==> src/sv/bitmap_first_fit_allocator_assert.svh <==
// Assertion macros shared by the bitmap first-fit allocator RTL.
`ifndef BITMAP_FIRST_FIT_ALLOCATOR_ASSERT_SVH
`define BITMAP_FIRST_FIT_ALLOCATOR_ASSERT_SVH

`ifndef ASSERT_OFF

// Same-cycle implication, checked at every rising edge outside reset.
`define BFFA_ASSERT_SAME(label, lhs, rhs, msg) \
    label: assert property (@(posedge clk) disable iff (!rst_n) (lhs) |-> (rhs)) \
        else $error(msg);

// Next-cycle implication, checked at every rising edge outside reset.
`define BFFA_ASSERT_NEXT(label, lhs, rhs, msg) \
    label: assert property (@(posedge clk) disable iff (!rst_n) (lhs) |=> (rhs)) \
        else $error(msg);

`else

`define BFFA_ASSERT_SAME(label, lhs, rhs, msg)
`define BFFA_ASSERT_NEXT(label, lhs, rhs, msg)

`endif

`endif

==> src/sv/bffa_pkg.sv <==
// Types, constants and helper functions of the bitmap first-fit allocator.
`default_nettype none

package bffa_pkg;

    // Map geometry.
    localparam int MAX_GRANULES = 1024;
    localparam int WORD_BITS    = 32;
    localparam int MAP_WORDS    = MAX_GRANULES / WORD_BITS;
    localparam int GRAN_W       = $clog2(MAX_GRANULES);
    localparam int BIT_W        = $clog2(WORD_BITS);
    localparam int WIDX_W       = GRAN_W - BIT_W;
    localparam int AREA_W       = GRAN_W + 1;

    // Field and register widths.
    localparam int LEN_W       = 11;
    localparam int START_W     = 10;
    localparam int CFG_W       = 11;
    localparam int CFG_IDX_W   = 1;
    localparam int IN_DATA_W   = 24;
    localparam int OUT_DATA_W  = 16;

    // Register indexes.
    localparam logic [CFG_IDX_W-1:0] REG_GRANULES_IN_USE = 1'b0;
    localparam logic [CFG_IDX_W-1:0] REG_MAX_REQUEST     = 1'b1;

    // Operation codes.
    localparam logic OP_FREE  = 1'b0;
    localparam logic OP_ALLOC = 1'b1;

    // Result status codes.
    typedef enum logic [1:0] {
        STATUS_OK           = 2'd0,
        STATUS_NO_FIT       = 2'd1,
        STATUS_BAD_LENGTH   = 2'd2,
        STATUS_OUT_OF_RANGE = 2'd3
    } status_t;

    // Result of a lowest-set-bit search over one map word.
    typedef struct packed {
        logic             found;
        logic [BIT_W-1:0] idx;
    } ffs_t;

    // Lowest set bit of a map word.
    function automatic ffs_t find_first_set(input logic [WORD_BITS-1:0] v);
        ffs_t r;
        r.found = |v;
        r.idx   = '0;
        for (int i = WORD_BITS - 1; i >= 0; i--)
        begin
            if (v[i])
            begin
                r.idx = BIT_W'(i);
            end
        end
        return r;
    endfunction

endpackage

`default_nettype wire

==> src/sv/bitmap_first_fit_allocator.sv <==
// First-fit contiguous allocator over a one-bit-per-granule occupancy map.
//
// The block keeps 1024 occupancy bits in 32 words of 32 bits, all free after
// reset. An allocate item scans the map from granule 0 for the lowest run of
// run_length free granules inside the managed area, marks it used and returns
// its start; a free item clears run_length bits from free_start. One item is
// worked on at a time and s_axis_tready is high only while the block is idle.
// A rejected item (bad length, range outside the area) goes straight to posting
// its result. A free updates each map word it touches (1 to 32), then posts the
// result. An allocation makes one scan step for each used granule it meets and
// for each map word it passes without one, then marks each word of the run and
// posts the result. The scan uses the single find-first-set and compare unit,
// which looks at one map word per cycle. A finished result waits in the output
// register until taken; the next item is accepted while it waits.
`default_nettype none

module bitmap_first_fit_allocator
    import bffa_pkg::*;
(
    input  wire logic                   clk,
    input  wire logic                   rst_n,
    // Configuration write port.
    input  wire logic                   cfg_we,
    input  wire logic [CFG_IDX_W-1:0]   cfg_index,
    input  wire logic [CFG_W-1:0]       cfg_data,
    // Input items.
    input  wire logic                   s_axis_tvalid,
    output      logic                   s_axis_tready,
    // [10:0] run_length, [20:11] free_start, [23:21] zero
    input  wire logic [IN_DATA_W-1:0]   s_axis_tdata,
    // [0] operation
    input  wire logic [0:0]             s_axis_tuser,
    // Result items.
    output      logic                   m_axis_tvalid,
    input  wire logic                   m_axis_tready,
    // [9:0] run_start, [11:10] status, [15:12] zero
    output      logic [OUT_DATA_W-1:0]  m_axis_tdata
);

    typedef enum logic [1:0] {
        ST_IDLE,
        ST_SCAN,
        ST_UPDATE,
        ST_RESP
    } state_t;

    // Registers and their next values.
    state_t                 state_reg,        state_next;
    logic                   op_reg,           op_next;
    logic [LEN_W-1:0]       len_reg,          len_next;
    logic [AREA_W-1:0]      cand_reg,         cand_next;
    logic [AREA_W-1:0]      ptr_reg,          ptr_next;
    logic [AREA_W-1:0]      lo_reg,           lo_next;
    logic [AREA_W-1:0]      hi_reg,           hi_next;
    logic [WIDX_W-1:0]      upd_word_reg,     upd_word_next;
    logic [START_W-1:0]     start_reg,        start_next;
    status_t                status_reg,       status_next;
    logic                   m_valid_reg,      m_valid_next;
    logic [START_W-1:0]     out_start_reg,    out_start_next;
    status_t                out_status_reg,   out_status_next;
    logic [CFG_W-1:0]       granules_reg,     granules_next;
    logic [CFG_W-1:0]       max_request_reg,  max_request_next;

    // Occupancy map, one bit per granule, 1 means used.
    logic [WORD_BITS-1:0]   map_reg [MAP_WORDS];

    // Decoded input fields.
    logic                   in_op;
    logic [LEN_W-1:0]       in_len;
    logic [START_W-1:0]     in_fstart;

    // Shared scan unit.
    logic [AREA_W-1:0]      area;
    logic [WIDX_W-1:0]      ptr_word;
    logic [WORD_BITS-1:0]   scan_word;
    logic [WORD_BITS-1:0]   scan_hits;
    ffs_t                   scan_ffs;
    logic [AREA_W-1:0]      word_base;
    logic [AREA_W-1:0]      word_end;
    logic [AREA_W-1:0]      hit_pos;
    logic [AREA_W:0]        cand_end;
    logic [AREA_W:0]        free_end;

    // Shared range update unit.
    logic [WORD_BITS-1:0]   upd_mask;
    logic [WORD_BITS-1:0]   upd_value;
    logic [AREA_W-1:0]      hi_minus1;
    logic                   upd_last;

    logic                   out_free;

    assign in_op     = s_axis_tuser[0];
    assign in_len    = s_axis_tdata[LEN_W-1:0];
    assign in_fstart = s_axis_tdata[LEN_W+START_W-1:LEN_W];

    // Area size, clipped to the map.
    assign area = (granules_reg > AREA_W'(MAX_GRANULES)) ? AREA_W'(MAX_GRANULES)
                                                          : granules_reg;

    // One map word per cycle: granules below the pointer are ignored and
    // granules beyond the area count as used.
    always_comb
    begin
        ptr_word  = ptr_reg[GRAN_W-1:BIT_W];
        scan_word = map_reg[ptr_word];
        for (int b = 0; b < WORD_BITS; b++)
        begin
            scan_hits[b] = (scan_word[b] | ({1'b0, ptr_word, BIT_W'(b)} >= area))
                           & (BIT_W'(b) >= ptr_reg[BIT_W-1:0]);
        end
        scan_ffs  = find_first_set(scan_hits);
        word_base = {1'b0, ptr_word, {BIT_W{1'b0}}};
        word_end  = word_base + AREA_W'(WORD_BITS);
        hit_pos   = {1'b0, ptr_word, scan_ffs.idx};
        cand_end  = {1'b0, cand_reg} + (AREA_W + 1)'(len_reg);
    end

    // Bits of the current word that fall inside [lo, hi).
    always_comb
    begin
        for (int b = 0; b < WORD_BITS; b++)
        begin
            upd_mask[b] = ({1'b0, upd_word_reg, BIT_W'(b)} >= lo_reg)
                          && ({1'b0, upd_word_reg, BIT_W'(b)} < hi_reg);
        end
        upd_value = (op_reg == OP_ALLOC) ? (map_reg[upd_word_reg] | upd_mask)
                                         : (map_reg[upd_word_reg] & ~upd_mask);
        hi_minus1 = hi_reg - AREA_W'(1);
        upd_last  = (upd_word_reg == hi_minus1[GRAN_W-1:BIT_W]);
    end

    assign free_end      = (AREA_W + 1)'(in_fstart) + (AREA_W + 1)'(in_len);
    assign out_free      = !m_valid_reg || m_axis_tready;
    assign s_axis_tready = (state_reg == ST_IDLE);
    assign m_axis_tvalid = m_valid_reg;
    assign m_axis_tdata  = {{(OUT_DATA_W - START_W - 2){1'b0}}, out_status_reg,
                            out_start_reg};

    // Sequencer.
    always_comb
    begin
        state_next       = state_reg;
        op_next          = op_reg;
        len_next         = len_reg;
        cand_next        = cand_reg;
        ptr_next         = ptr_reg;
        lo_next          = lo_reg;
        hi_next          = hi_reg;
        upd_word_next    = upd_word_reg;
        start_next       = start_reg;
        status_next      = status_reg;
        m_valid_next     = m_valid_reg;
        out_start_next   = out_start_reg;
        out_status_next  = out_status_reg;
        granules_next    = granules_reg;
        max_request_next = max_request_reg;

        // Configuration writes.
        if (cfg_we)
        begin
            case (cfg_index)
                REG_GRANULES_IN_USE: granules_next    = cfg_data;
                REG_MAX_REQUEST:     max_request_next = cfg_data;
                default:             ;
            endcase
        end

        // A taken result frees the output register.
        if (m_valid_reg && m_axis_tready)
        begin
            m_valid_next = 1'b0;
        end

        case (state_reg)
            ST_IDLE:
            begin
                if (s_axis_tvalid)
                begin
                    op_next     = in_op;
                    len_next    = in_len;
                    start_next  = '0;
                    status_next = STATUS_OK;
                    if (in_len == '0 || in_len > max_request_reg)
                    begin
                        status_next = STATUS_BAD_LENGTH;
                        state_next  = ST_RESP;
                    end
                    else if (in_op == OP_ALLOC)
                    begin
                        cand_next  = '0;
                        ptr_next   = '0;
                        state_next = ST_SCAN;
                    end
                    else if (free_end > (AREA_W + 1)'(area))
                    begin
                        status_next = STATUS_OUT_OF_RANGE;
                        state_next  = ST_RESP;
                    end
                    else
                    begin
                        lo_next       = AREA_W'(in_fstart);
                        hi_next       = free_end[AREA_W-1:0];
                        upd_word_next = in_fstart[GRAN_W-1:BIT_W];
                        state_next    = ST_UPDATE;
                    end
                end
            end

            ST_SCAN:
            begin
                if (cand_end > (AREA_W + 1)'(area))
                begin
                    status_next = STATUS_NO_FIT;
                    start_next  = '0;
                    state_next  = ST_RESP;
                end
                else if ((scan_ffs.found && (hit_pos - cand_reg) >= AREA_W'(len_reg))
                         || (!scan_ffs.found && (word_end - cand_reg) >= AREA_W'(len_reg)))
                begin
                    // The run from the candidate start is long enough.
                    start_next    = cand_reg[START_W-1:0];
                    lo_next       = cand_reg;
                    hi_next       = cand_end[AREA_W-1:0];
                    upd_word_next = cand_reg[GRAN_W-1:BIT_W];
                    state_next    = ST_UPDATE;
                end
                else if (scan_ffs.found)
                begin
                    // Restart just past the used granule.
                    cand_next = hit_pos + AREA_W'(1);
                    ptr_next  = hit_pos + AREA_W'(1);
                end
                else
                begin
                    ptr_next = word_end;
                end
            end

            ST_UPDATE:
            begin
                if (upd_last)
                begin
                    state_next = ST_RESP;
                end
                else
                begin
                    upd_word_next = upd_word_reg + WIDX_W'(1);
                end
            end

            ST_RESP:
            begin
                if (out_free)
                begin
                    out_start_next  = start_reg;
                    out_status_next = status_reg;
                    m_valid_next    = 1'b1;
                    state_next      = ST_IDLE;
                end
            end

            default:
            begin
                state_next = ST_IDLE;
            end
        endcase
    end

    // State, registered outputs and the occupancy map.
    always_ff @(posedge clk or negedge rst_n)
    begin
        if (!rst_n)
        begin
            state_reg       <= ST_IDLE;
            m_valid_reg     <= 1'b0;
            granules_reg    <= CFG_W'(1024);
            max_request_reg <= CFG_W'(1024);
            for (int w = 0; w < MAP_WORDS; w++)
            begin
                map_reg[w] <= '0;
            end
        end
        else
        begin
            state_reg       <= state_next;
            m_valid_reg     <= m_valid_next;
            granules_reg    <= granules_next;
            max_request_reg <= max_request_next;
            if (state_reg == ST_UPDATE)
            begin
                map_reg[upd_word_reg] <= upd_value;
            end
        end
    end

    // Payload registers.
    always_ff @(posedge clk)
    begin
        op_reg         <= op_next;
        len_reg        <= len_next;
        cand_reg       <= cand_next;
        ptr_reg        <= ptr_next;
        lo_reg         <= lo_next;
        hi_reg         <= hi_next;
        upd_word_reg   <= upd_word_next;
        start_reg      <= start_next;
        status_reg     <= status_next;
        out_start_reg  <= out_start_next;
        out_status_reg <= out_status_next;
    end

    `include "bitmap_first_fit_allocator_assert.svh"

    // The scan pointer never falls behind the candidate start.
    `BFFA_ASSERT_SAME(a_ptr_ahead, state_reg == ST_SCAN, ptr_reg >= cand_reg,
                      "scan pointer behind candidate")

    // A range update covers a non-empty run inside the area.
    `BFFA_ASSERT_SAME(a_upd_range, state_reg == ST_UPDATE,
                      (lo_reg < hi_reg) && (hi_reg <= area),
                      "update range outside area")

    // A failed or rejected result reports start zero.
    `BFFA_ASSERT_SAME(a_fail_start, m_valid_reg && (out_status_reg != STATUS_OK),
                      out_start_reg == '0, "failed result with nonzero start")

    // A result posted while the output was busy would overwrite it.
    `BFFA_ASSERT_NEXT(a_no_overwrite,
                      (state_reg == ST_RESP) && m_valid_reg && !m_axis_tready,
                      state_reg == ST_RESP, "result posted over a waiting result")

endmodule

`default_nettype wire

==> config.mk <==
export PLATFORM = sky130hd
export DESIGN_NAME = bitmap_first_fit_allocator
export DESIGN_NICKNAME = d
export VERILOG_FILES = /design/src/sv/bffa_pkg.sv /design/src/sv/bitmap_first_fit_allocator.sv
export VERILOG_INCLUDE_DIRS = /design/src /design/src/sv
export SDC_FILE = /design/constraint.sdc
export NUM_CORES = 2
export LEC_CHECK = 0
export ABC_AREA = 1
export BUFFER_PORTS_ARGS = -buffer_cell sky130_fd_sc_hd__buf_2
export CORE_UTILIZATION = 42
export CTS_CLUSTER_DIAMETER = 150
export DETAILED_ROUTE_END_ITERATION = 8
export GPL_TIMING_DRIVEN = 0
export RECOVER_POWER = 100
export REMOVE_ABC_BUFFERS = 1
export SYNTH_ARGS = -nofsm -noshare
export SYNTH_HDL_FRONTEND = slang
export SYNTH_SLANG_ARGS = --single-unit
==> constraint.sdc <==
create_clock -name clk -period 7.7 [get_ports clk]
set_clock_uncertainty 0.05 [all_clocks]
set_input_delay 0.385 -clock clk [delete_from_list [all_inputs] [get_ports clk]]
set_output_delay 0.385 -clock clk [all_outputs]
set_load 0.02 [all_outputs]
==> impl_metrics.tcl <==
set metrics [dict create \
    holdWs_ns 0.0694 \
    clk_latency_ns 0.80 \
    cts.sinks 1133 \
    power.share.combinational_pct 59.9 \
    cp_max_fo 109 \
    ff2ff_path_depth 19 \
    drt_pass1_iterations 9 \
    drive_above_1_share_pct 8.89 \
    finalPower_w 0.0398 \
    setup_tns_ns -108.09 \
    rsz0062_at_grt "true" \
    cts_tree "built" \
    seqPwrFrac_pct 24.0 \
    violations "capacitance limit, slew limit, setup timing" \
    synth-xor-area-share_pct 0.627 \
    p_sw_w 0.0195 \
    min-delay-path-class "input pin to flip-flop" \
    synth_top_family_by_area "compound AO/OA/AOI/OAI gates" \
    max_freq_mhz 120 \
    synth_edf_count 84 \
    setup_violations 454 \
    period_needed_ns 8.34 \
    viasPerCell 6.01 \
    holdPathStages 3 \
    antenna_found_initial 2 \
    cp.required_ns 8.31 \
    place.gp.congestion 0.926 \
    fin_nets 8550 \
    relSlewSlack_pct -229 \
    synthToLayoutAreaGrowth_pct 18.3 \
    vias 63168 \
    synth_ff_type "dfrtp_1" \
    clk_pin_slew_ns 0.06 \
    worstSetupPathType "flip-flop to flip-flop" \
    synth_cells 8565 \
    synth_area_per_cell_um2 7.51 \
    hold_path.startpoint "s_axis_tdata[11]" \
    cp.arrival_ns 8.95 \
    max_cap_viol_count 4 \
    wirelength_mm 258 \
    drv_slew 436 \
    sw_frac_of_total_pct 49.0 \
    hold_violations 0 \
    clock_tree.root_cell "clkbuf_16" \
    grt_pass1_vias 58898 \
    p_leak_nw 32.9 \
    synth.ff_latch_count 1133 \
    die-area_um2 155000 \
    synth-compound-area-share_pct 28.3 \
    fp.dieH_um 393 \
    finalCritPeriodShare_pct 108 \
    drcViolationCount 0 \
    worstSetupEndpointType "flip-flop" \
    rows 143 \
    dp_hpwl_mm 157 \
    start_util_pct 42.3 \
    io_pins 60 \
    synth_cell_types 61 \
    core_um2 152000 \
    wire_per_inst_um 24.5 \
    synthArstFlopShare_pct 92.6 \
    yosys.area_share.simple_pct 16.1 \
    finalNonFillerCells 10517 \
    synth_area_um2 64300 \
    layout_commonest_cell "o21ai_0" \
    numCtsBuffers 133 \
    ir_drop_mv 0.387 \
    rr_startpoint "upd_word_reg[0]$_DFFE_PP_" \
    ff2ff_setup_slack_ns -0.64 \
    ys_seq_area_share_pct 44.8 \
    synth-adder-area-share_pct 2.41 \
    dpl_worst_slack_ns -3.79 \
    status "finished with violations" \
    overflow 0 \
    drt_iter0_markers 8006 \
    worst_slew_pin_slew_ns 4.94 \
    die_x_um 393 \
    pwr-share-clk_pct 16.0 \
    holdPathEnd "lo_reg[0]$_DFFE_PP_" \
    io_buffers 52 \
    grt_pass1_wl_mm 383 \
    p_int_w 0.0203 \
    reg2reg_to "map_reg[286]$_DFFE_PN0P_" \
    largest_reg_flops 1024 \
    cts_max_level 4 \
    dp_cells 10160 \
    cts_buffer_depth 3 \
    mostFrequentLayoutCells "o21ai_0 (2347), nand2_1 (1581), dfrtp_1 (1045)" \
    powerDensity_nw_per_um2 523 \
    nFillCells 14482 \
    antenna_left 0 \
    muxShareOfSynthArea_pct 0 \
    synth_warnings 0 \
    grt_usage_pct 33.1 \
    startpoint_type "flip-flop" \
    critPathLaunch "upd_word_reg[0]$_DFFE_PP_" \
    setup_ws_ns -0.641 \
    grt_start_max_net_pins 158 \
]
-- metrics by stage --
stage	area, um2	util, %
after CTS	76200	50.1
after global placement	63900	42.1
after detailed placement	70200	46.2
final	76100	50.1
after global routing	76100	50.1
after floorplan	61100	-
-- power by group through the flow --
stage          Clock (W)  Combinational [W]  Sequential [W]
3_3_place_gp           0             0.0145          0.0108
4_1_cts          0.00645             0.0236         0.00953
5_1_grt          0.00667             0.0257         0.00982
2_1_floorplan          0             0.0115          0.0104
3_5_place_dp           0             0.0222         0.00964
6_report         0.00639             0.0239         0.00956
-- layout make-up --
| cell class | instances | area [um2] | share of cell area (%) |
|---|---|---|---|
| Multi-Input combinational cell | 6221 | 31400 | 41.3 |
| Clock buffer | 200 | 4030 | 5.29 |
| Antenna cell | 1 | 2.50 | 0.00329 |
| Sequential cell | 1133 | 28800 | 37.8 |
| Timing Repair Buffer | 405 | 7080 | 9.31 |
| Inverter | 488 | 1880 | 2.47 |
| Clock inverter | 35 | 307 | 0.403 |
| Tap cell | 2030 | 2540 | 3.34 |
| Timing Repair inverter | 4 | 33.8 | 0.0444 |
-- worst max-delay path, stage by stage (launching register included) --
cell and delay (ns):
edfxtp_1 0.70, clkbuf_1 0.61, buf_8 0.36, buf_16 0.17, buf_4 0.22, buf_16 0.19
buf_12 0.17, buf_16 0.16, inv_1 2.79, buf_16 0.35, a21oi_1 0.12, o21ai_0 0.14
a21oi_1 0.10, a211oi_1 0.29, nand3_1 0.15, o41ai_2 0.59, buf_4 0.28, buf_4 0.18
buf_4 0.18, o21ai_0 0.10
-- worst max-delay path by stage --
stage	endpoint	slack, ns	depth (start not counted)
2_1_floorplan	hi_reg[0]$_DFFE_PP_	-18.90	59
3_3_place_gp	map_reg[478]$_DFFE_PN0P_	-61.55	8
3_5_place_dp	upd_word_reg[0]$_DFFE_PP_	-3.79	66
4_1_cts	upd_word_reg[4]$_DFFE_PP_	-0.44	68
5_1_grt	hi_reg[3]$_DFFE_PP_	-1.07	72
6_report	map_reg[286]$_DFFE_PN0P_	-0.64	19
-- cells by family after synthesis --
logic type,after synthesis
compound gates,3421
xor+xnor,46
fa+ha+maj,122
buf+inv,1214
flops,1133
other cells,1
simple gates,2628
-- metal layers --
layer	share of wire, %	GRT usage [%]
met1	40	43.6
met4	6.5	19.3
met3	10	6.83
met5	0.0062	0
met2	44	50.3
-- synthesized netlist by cell type, types with 12 or more instances --
master	instances	area, um2
a21oi_1	627	3140
a221oi_1	21	184
a22o_1	21	184
a31oi_1	19	119
buf_1	31	116
buf_2	76	380
buf_4	37	278
buf_6	37	417
clkbuf_1	545	2050
dfrtp_1	1047	26200
edfxtp_1	84	2520
ha_1	119	1490
inv_1	470	1760
nand2_1	1647	6180
nand3_1	161	806
nand4_1	59	369
nor2_1	719	2700
nor3_1	18	90.1
nor4_1	12	75.1
o211ai_1	195	1460
o21ai_0	2357	11800
o21ai_1	63	315
o22ai_1	16	100
o31ai_1	28	210
xor2_1	38	333
-- timing repair --
action,in CTS,in global routing
endpoints found under the setup margin,81,60
pin swaps,42,54
setup buffers,52,17
hold buffers,30,0
gates resized for setup,99,48
gates cloned,19,3
hold endpoints to repair,135,0
No activity file was read; power rests on OpenSTA's default activity.
